File: config.mk
export PLATFORM = sky130hd
export DESIGN_NAME = lav_front
export DESIGN_NICKNAME = d
export VERILOG_FILES = /design/src/sv/look_at_view_matrix_top_defines.svh /design/src/sv/lav_pkg.sv /design/src/sv/lav_front.sv
export SDC_FILE = /design/constraint.sdc
export NUM_CORES = 1
export LEC_CHECK = 0
export BUFFER_PORTS_ARGS = -buffer_cell sky130_fd_sc_hd__buf_2
export CAP_MARGIN = 20
export CORE_AREA = 2 2 227 229
export DETAILED_ROUTE_END_ITERATION = 6
export DIE_AREA = 0 0 229 231
export PLACE_DENSITY_LB_ADDON = 0.3
export SETUP_SLACK_MARGIN = 0.1
export SLEW_MARGIN = 15
export SYNTH_ARGS = -nofsm -noshare
export SYNTH_HDL_FRONTEND = slang
export SYNTH_SLANG_ARGS = --single-unit
File: constraint.sdc
create_clock -name vclk -period 1.6
set_clock_uncertainty 0.2 [all_clocks]
set_input_delay 0 -clock vclk [all_inputs]
set_output_delay 0 -clock vclk [all_outputs]
set_load 0.005 [all_outputs]
File: src/sv/look_at_view_matrix_top_defines.svh
// Assertion macros for the look-at view matrix block.
`ifndef LOOK_AT_VIEW_MATRIX_TOP_DEFINES_SVH
`define LOOK_AT_VIEW_MATRIX_TOP_DEFINES_SVH
// Same-cycle implication, sampled on clk, off during reset.
`define LAV_ASSERT_SAME(label, ante, cons, msg) \
	label: assert property (@(posedge clk) disable iff (!arst_n) (ante) |-> (cons)) \
		else $error(msg);
// Next-cycle implication, sampled on clk, off during reset.
`define LAV_ASSERT_NEXT(label, ante, cons, msg) \
	label: assert property (@(posedge clk) disable iff (!arst_n) (ante) |=> (cons)) \
		else $error(msg);
`endif

File: src/sv/lav_pkg.sv
// Shared types and constants of the look-at view matrix block.
package lav_pkg;
	typedef enum logic [3:0] {
		ST_IDLE,
		ST_MAG,
		ST_NORM,
		ST_SQ,
		ST_SQRT,
		ST_DIVLD,
		ST_DIV,
		ST_MAC,
		ST_EMIT
	} lav_state_t;

	typedef enum logic [1:0] {
		GRP_CROSS,
		GRP_UP,
		GRP_DOT
	} lav_grp_t;

	typedef struct packed {
		logic [2:0][31:0] eye;
		logic [2:0][31:0] tgt;
		logic [2:0][31:0] uph;
		logic             zero_fwd;
	} lav_item_t;

	typedef struct packed {
		logic valid;
		logic full;
	} lav_stat_t;

	localparam int NORM_HI_BIT = 30;
	localparam int NORM_LO_BIT = 29;
	localparam int SQRT_TOP_K = 30;
endpackage

File: src/sv/lav_front.sv
// Front end: accepts a command beat and flags a zero-length forward vector.
module lav_front import lav_pkg::*; (
	input  logic             start,
	input  logic [31:0]      eye_x,
	input  logic [31:0]      eye_y,
	input  logic [31:0]      eye_z,
	input  logic [31:0]      target_x,
	input  logic [31:0]      target_y,
	input  logic [31:0]      target_z,
	input  logic [31:0]      up_hint_x,
	input  logic [31:0]      up_hint_y,
	input  logic [31:0]      up_hint_z,
	input  lav_stat_t        q_stat,
	output logic             busy,
	output logic             push,
	output lav_item_t        item
);
	assign busy = q_stat.full;
	assign push = start & ~q_stat.full;

	always_comb begin
		item.eye = {eye_z, eye_y, eye_x};
		item.tgt = {target_z, target_y, target_x};
		item.uph = {up_hint_z, up_hint_y, up_hint_x};
		item.zero_fwd = (eye_x == target_x) && (eye_y == target_y) && (eye_z == target_z);
	end
endmodule

==> run summary <==
final wirelength -> 15500 um
area grow syn2layout -> 85.3%
Static Leak -> 2.80 nW
Tmin final -> 1710 ps
maximum number of pins on one net before global-route repair -> 3
count of cells along the worst hold path -> 2
initial core utilization -> 6.37%
Post-CTS Setup Bufs -> 0
final period utilization -> 107%
final hold slack -> -3.96 ps
startpoint type of the worst setup path -> input pin
Antenna Nets Post-Route -> 0
share of Yosys cell area claimed by the top area cell type -> 67.2%
area enclosed by the die boundary -> 0.0529 mm2
fraction of the core area covered by cells at the end of the flow -> 11.8%
Peak VDD IR -> 0.0695 mV
global route overflow -> 0
boundary pin count -> 582
most common cell in the netlist -> sky130_fd_sc_hd__buf_4
sequential fraction of design power -> 0%
total chip power -> 1.42 mW
number of antenna repair diodes -> 0
global-route total usage across every layer -> 4.98%
relative slew slack -> 77.0%
net count after synthesis -> 709
RePlAce Congestion -> 0.837
average size of a mapped cell -> 7.72 um2
row count -> 83
Pre-antenna DRT Iters -> 4
layout filler cell count -> 5806
number of flip-flops and latches -> 0
setup repair after global routing missed its margin -> yes
critical-path maximum fanout -> 2
register area share after synthesis -> 0%
area of all sequential standard cells -> 0 um2
Hold Startpoint -> target_x[5]
vertical die dimension -> 231 um
Worst Tran Pin Value -> 344 ps
kind of critical path -> in2out
worst hold path endpoint -> item[102]
run status -> complete, but fails checks
Switching Fraction -> 40.7%
top post-synthesis cells by area -> sky130_fd_sc_hd__buf_4 67%, sky130_fd_sc_hd__xnor2_1 17%, sky130_fd_sc_hd__xor2_1 8.7%
Final Max Tran Viols -> 0
count of endpoints failing hold in the final timing report -> 9
input/output buffers -> 389
DRC violations left -> 0
Max Clk Rate -> 0.584 GHz
Multi-input gate area -> 0.00126 mm2
portion of total power attributed to the clock network -> 0%
failing checks -> hold timing, setup timing
via count of the first global-routing pass -> 3499
Worst Path Arrival -> 1510 ps
area of the mapped netlist -> 0.00323 mm2
number of antenna violations at the first check in global routing -> 0
Int Pwr -> 844 uW
net load switching power -> 580 uW
CLK BUF -> 0
number of max-cap violations -> 0
warning count from the yosys run -> 0
# nets final -> 1005
first-pass GRT wire length -> 20300 um
Yosys top cell by area -> sky130_fd_sc_hd__buf_4
DIE WIDTH -> 229 um
share of final-layout standard cells stronger than drive strength 1 -> 61.2%
Mapped Cells -> 418
Wirelength per Cell -> 11.1 um
type of destination of the critical path -> output port
required arrival time at the worst endpoint -> 1400 ps
total via count in the routed design -> 3511
HPWL Detailed -> 11900 um
area of the core -> 0.0507 mm2
Avg Vias per Cell -> 2.52
PnR worst setup slack -> -112 ps
initial detailed-routing violation count -> 79
Unique masters post-synth -> 8
most numerous cell types in the synthesized netlist -> 289 x sky130_fd_sc_hd__buf_4, 64 x sky130_fd_sc_hd__xnor2_1, 32 x sky130_fd_sc_hd__xor2_1
Power Dens Cells -> 238 mW/mm2
post-place setup slack -> -573 ps
final setup vio count -> 1
Comb pwr share -> 100.0%
Hold WC Path Type -> in2out
how the worst max path moves through the flow:
stage	start	end	slack, ps	cells after the start
finish	target_z[8]	item[0]	-110	9
global route	target_z[8]	item[0]	-220	9
CTS	target_x[1]	item[0]	-150	9
detailed placement	target_y[27]	item[0]	-570	8
global placement	target_y[5]	item[0]	-560	8
floorplan	target_x[30]	item[0]	660	5
metrics by stage:
stage | setup TNS, ps | instance area [um2] | cells
floorplan | 0 | 3230 | 418
finish | -112 | 5980 | 1392
global placement | -564 | 4070 | 1227
CTS | -149 | 5920 | 1391
detailed placement | -573 | 4070 | 1227
global route | -216 | 5980 | 1392
layer usage:
layer	track usage (%)	up-vias	part of all wire, %
met5	0	-	0
met4	0.974	0	2.0
met3	0.593	14	8.5
met2	9.91	294	54
met1	5.63	1574	35
li1	-	1629	-
cell usage in the layout, fill, tap and decap left out, drive strengths merged:
cell type,count
buf,418
dlygate4sd3,165
nand4,19
nor2b,1
nor3,1
nor4,12
xnor2,64
xor2,32
area by class of cell:
class	instances	area share [%]
multi-input combinational	129	21.1
timing repair buffer	583	64.7
tap	680	14.2
critical path: stages:
cell and delay [ps]:
sky130_fd_sc_hd__buf_2 120, sky130_fd_sc_hd__xnor2_2 140, sky130_fd_sc_hd__nand4_1 220, sky130_fd_sc_hd__nor4_2 350
sky130_fd_sc_hd__buf_4 180, sky130_fd_sc_hd__nand4_1 100, sky130_fd_sc_hd__buf_6 160, sky130_fd_sc_hd__nor3_4 100
sky130_fd_sc_hd__buf_2 130
logic make-up after synthesis:
group	Yosys count	synth area share, %
xor+xnor	96	26.1
buf+inv	289	67.2
simple gates	33	6.71
power groups by stage:
stage / sequential, mW / clock (mW) / combinational [mW]
floorplan: 0 / 0 / 0.797
detailed placement: 0 / 0 / 0.997
finish: 0 / 0 / 1.42
CTS: 0 / 0 / 1.41
global placement: 0 / 0 / 1.01
global route: 0 / 0 / 1.53
repair_timing:
item	CTS	global route
hold buffers	164	1
hold endpoints to repair	164	1
pin swaps	7	2
endpoints found under the setup margin	1	1
gates resized for setup	28	7
No activity file was read; power rests on OpenSTA's default activity.
