[config.mk]
export PLATFORM = sky130hd
export DESIGN_NAME = lav_fifo
export DESIGN_NICKNAME = d
export VERILOG_FILES = /design/src/sv/look_at_view_matrix_top_defines.svh /design/src/sv/lav_pkg.sv /design/src/sv/lav_fifo.sv
export SDC_FILE = /design/constraint.sdc
export NUM_CORES = 1
export LEC_CHECK = 0
export ABC_AREA = 0
export CAP_MARGIN = 15
export CORE_AREA = 4 4 224 226
export CTS_CLUSTER_SIZE = 30
export DETAILED_ROUTE_END_ITERATION = 10
export DIE_AREA = 0 0 228 230
export DONT_BUFFER_PORTS = 1
export GPL_ROUTABILITY_DRIVEN = 0
export GPL_TIMING_DRIVEN = 0
export MAX_ROUTING_LAYER = met4
export RECOVER_POWER = 50
export SYNTH_ARGS = -nofsm -noshare
export SYNTH_HDL_FRONTEND = slang
export SYNTH_SLANG_ARGS = --single-unit
[constraint.sdc]
create_clock -name clk -period 14.3 [get_ports clk]
set_input_delay 1.43 -clock clk [delete_from_list [all_inputs] [get_ports clk]]
set_output_delay 1.43 -clock clk [all_outputs]
set_load 0.02 [all_outputs]
[src/sv/look_at_view_matrix_top_defines.svh]
// Assertion macros for the look-at view matrix block.
`ifndef LOOK_AT_VIEW_MATRIX_TOP_DEFINES_SVH
`define LOOK_AT_VIEW_MATRIX_TOP_DEFINES_SVH
// Same-cycle implication, sampled on clk, off during reset.
`define LAV_ASSERT_SAME(label, ante, cons, msg) \
	label: assert property (@(posedge clk) disable iff (!arst_n) (ante) |-> (cons)) \
		else $error(msg);
// Next-cycle implication, sampled on clk, off during reset.
`define LAV_ASSERT_NEXT(label, ante, cons, msg) \
	label: assert property (@(posedge clk) disable iff (!arst_n) (ante) |=> (cons)) \
		else $error(msg);
`endif

[src/sv/lav_pkg.sv]
// Shared types and constants of the look-at view matrix block.
package lav_pkg;
	typedef enum logic [3:0] {
		ST_IDLE,
		ST_MAG,
		ST_NORM,
		ST_SQ,
		ST_SQRT,
		ST_DIVLD,
		ST_DIV,
		ST_MAC,
		ST_EMIT
	} lav_state_t;

	typedef enum logic [1:0] {
		GRP_CROSS,
		GRP_UP,
		GRP_DOT
	} lav_grp_t;

	typedef struct packed {
		logic [2:0][31:0] eye;
		logic [2:0][31:0] tgt;
		logic [2:0][31:0] uph;
		logic             zero_fwd;
	} lav_item_t;

	typedef struct packed {
		logic valid;
		logic full;
	} lav_stat_t;

	localparam int NORM_HI_BIT = 30;
	localparam int NORM_LO_BIT = 29;
	localparam int SQRT_TOP_K = 30;
endpackage

[src/sv/lav_fifo.sv]
// Two-entry queue between front end and back end.
module lav_fifo import lav_pkg::*; (
	input  logic      clk,
	input  logic      arst_n,
	input  logic      push,
	input  lav_item_t wr_item,
	input  logic      pop,
	output lav_item_t rd_item,
	output lav_stat_t stat
);
	lav_item_t  mem_q [2];
	logic       wr_ptr_q;
	logic       rd_ptr_q;
	logic [1:0] count_q;

	always_ff @(posedge clk or negedge arst_n) begin
		if (!arst_n) begin
			wr_ptr_q <= 1'b0;
			rd_ptr_q <= 1'b0;
			count_q  <= 2'd0;
		end else begin
			if (push) wr_ptr_q <= ~wr_ptr_q;
			if (pop) rd_ptr_q <= ~rd_ptr_q;
			count_q <= count_q + 2'(push) - 2'(pop);
		end
	end

	always_ff @(posedge clk) begin
		if (push) mem_q[wr_ptr_q] <= wr_item;
	end

	assign rd_item = mem_q[rd_ptr_q];
	assign stat.valid = (count_q != 2'd0);
	assign stat.full = (count_q == 2'd2);
endmodule

==> flow_summary.yaml <==
placement:
  port_buffers: 0
  dpl.hpwl_um: 34200
  dpl_cell_area_um2: 22600
  preCtsSetupSlack_ns: 11.03
grt:
  grt_max_degree: 63
  grt.overflow.total: 0
  grt_pass1_vias: 9381
  grt_antenna_before_repair: 1
  track_usage_pct: 18.0
  grt_first_pass_wirelength_um: 66800
clocking:
  clockRootBuffer: "clkbuf_16"
  htreeDepth: 2
  cts_resized: 0
  tritoncts: "built"
  cts_buffer_depth: 3
  path_clk_slew_ns: 0.06
  cts_setup_buffers: 0
  insertion_delay_ns: 0.58
  holdBufCountCts: 0
  cts_made_buffers: 57
  cts_sinks: 582
synth:
  synth_fa_ha_area_share_pct: 0.117
  ys_types: 14
  synthMuxAreaShare_pct: 16.9
  syn-num-nets: 1209
  ys_seq_elements: 582
  synth_compound_area_share_pct: 0
  ys_seq_area_share_pct: 81.5
  synth_simple_gate_area_share_pct: 0.117
  syn_area_um2: 21400
  synth_top_family_by_area: "multiplexers"
  yosys_warnings: 0
  ys_top_cells_by_area: "edfxtp_1 81%, mux2_2 9.9%, mux2_4 7.0%"
  syn_inst: 914
  synth_largest_area_cell: "edfxtp_1"
  syn_area_per_cell_um2: 23.4
  yosysTopAreaCellShare_pct: 81.0
  synth_xor_area_share_pct: 0.193
final_layout:
  drive_gt1_share_pct: 39.1
  layout_common_cells: "578 x edfxtp_1, 189 x mux2_2, 100 x mux2_4"
  fin_area_um2: 24200
  final_common_cell: "edfxtp_1"
  finish.utilization_pct: 50.1
  fillers: 3826
  nNetsFinal: 1284
  syn_to_final_growth_pct: 13.1
setup_path:
  cp_slowest_cell: "clkbuf_1"
  endpoint_kind: "flip-flop"
  worst-path-buf-inv: 4
  cp_slowest_stage_delay_ns: 1.36
  crit_top_cell: "clkbuf_1"
  required_ns: 14.58
  crit_path_start_kind: "input pin"
  cp.arrival_ns: 4.60
  crit_type: "in2reg"
  cp_cell_sequence: "nor2b_1 -> clkbuf_1 -> clkbuf_1 -> buf_12 -> buf_16"
  crit_family: "buffers and inverters"
  path_max_fanout: 29
routing:
  finalWirelength_um: 47200
  vias: 8762
  drc: 0
  viasPerCell: 5.30
  drtPass1Iterations: 4
  drt-initial-drc-count: 483
  ant_nets: 0
  wl_per_cell_um: 28.6
run_status:
  violations: "capacitance limit, slew limit"
  status: "finished, violations left"
timing:
  final_hold_viol_count: 0
  min_period_ns: 4.32
  max_freq_mhz: 231
  tightest_slew_ns: 2.68
  fin_worst_skew_ns: 0.00920
  maxSlewViolCount: 127
  finalSetupViolCount: 0
  tns_ns: 0
  min_period_over_period_pct: 30.2
  rsz0062_at_grt: "false"
  fin_ws_ns: 9.98
  relSlewSlack_pct: -78.4
pwr:
  peakVddDrop_mv: 0.115
  power_mw: 5.40
  p_leak_nw: 8.20
  power_density_nw_per_um2: 223
run:
  max-cap-violations: 4
floorplanning:
  row_count: 81
  die_height_um: 230
  ios: 584
  initial_core_util_pct: 44.3
  die_x_um: 228
  core_um2: 48300
  dieArea_um2: 52400
hold_path:
  hold_class: "reg2reg"
[state kept, by name (all words and copies together) (netlist names)]
signal    count
mem_q       578
count_q       2
rd_ptr_q      1
wr_ptr_q      1
[path summary, 6_finish.rpt]
path / from / endpoint / slack (ns) / cells after the start
worst min-delay path: wr_ptr_q / wr_ptr_q / 0.49 / 1
min in group asynchronous: arst_n / rd_ptr_q / 0.54 / 0
worst max-delay path: push / mem_q[0][224] / 9.98 / 5
worst max register to register: wr_ptr_q / mem_q[0][224] / 10.42 / 5
max in group asynchronous: arst_n / count_q[0] / 13.69 / 0
worst min register to register: wr_ptr_q / wr_ptr_q / 0.49 / 1
[power by group]
group	internal [mW]	leakage, nW	switching [mW]	total (mW)
sequential	2.26	5.47	0.0622	2.33
clock	0.814	0.836	0.584	1.40
combinational	0.571	1.89	1.11	1.68
total	3.65	8.20	1.75	5.40
[synthesized netlist by cell type]
cell and count:
edfxtp_1 578, mux2_2 189, mux2_4 100, buf_2 20, buf_6 11, dfrtp_1 4
ha_1 2, inv_1 2, nor2b_1 2, xor2_1 2, and2_1 1, buf_4 1
or2_2 1, xor3_1 1
[worst reg2reg max path, delay by kind of cell (launching register included)]
kind | cells | cell delay, ns
AND/OR/NAND/NOR | 1 | 0.17
buffers and inverters | 4 | 3.01
flip-flops | 1 | 0.40
[cell type report]
type | instances | area, µm² | share of cell area, %
Buffer | 32 | 230 | 0.951
Tap cell | 622 | 778 | 3.21
Clock buffer | 70 | 1480 | 6.09
Antenna cell | 2 | 5.00 | 0.0207
Clock inverter | 28 | 255 | 1.05
Timing Repair Buffer | 16 | 284 | 1.17
Multi-Input combinational cell | 298 | 3720 | 15.4
Inverter | 2 | 7.51 | 0.0310
Sequential cell | 582 | 17500 | 72.1
[cells by family after synthesis]
| logic type | Yosys count |
|---|---|
| xor gates and xnor gates | 3 |
| adders and majority gates | 2 |
| buffers and inverters | 34 |
| DFF | 582 |
| muxes | 289 |
| and+or+nand+nor | 4 |
[layer usage]
layer / routed length (µm) / vias up / track usage, %
met3: 6220 / 76 / 10.5
met2: 23700 / 428 / 29.8
li1: - / 3802 / -
met1: 15900 / 4456 / 18.2
met4: 1300 / 0 / 5.01
met5: 0 / - / -
[metrics by stage]
stage | cells | hold slack (ns)
2_1_floorplan | 914 | 0.473
3_3_place_gp | 1536 | 0.487
3_5_place_dp | 1552 | 0.545
4_1_cts | 1650 | 0.484
5_1_grt | 1652 | 0.482
6_report | 1652 | 0.492
No activity file was read; power rests on OpenSTA's default activity.
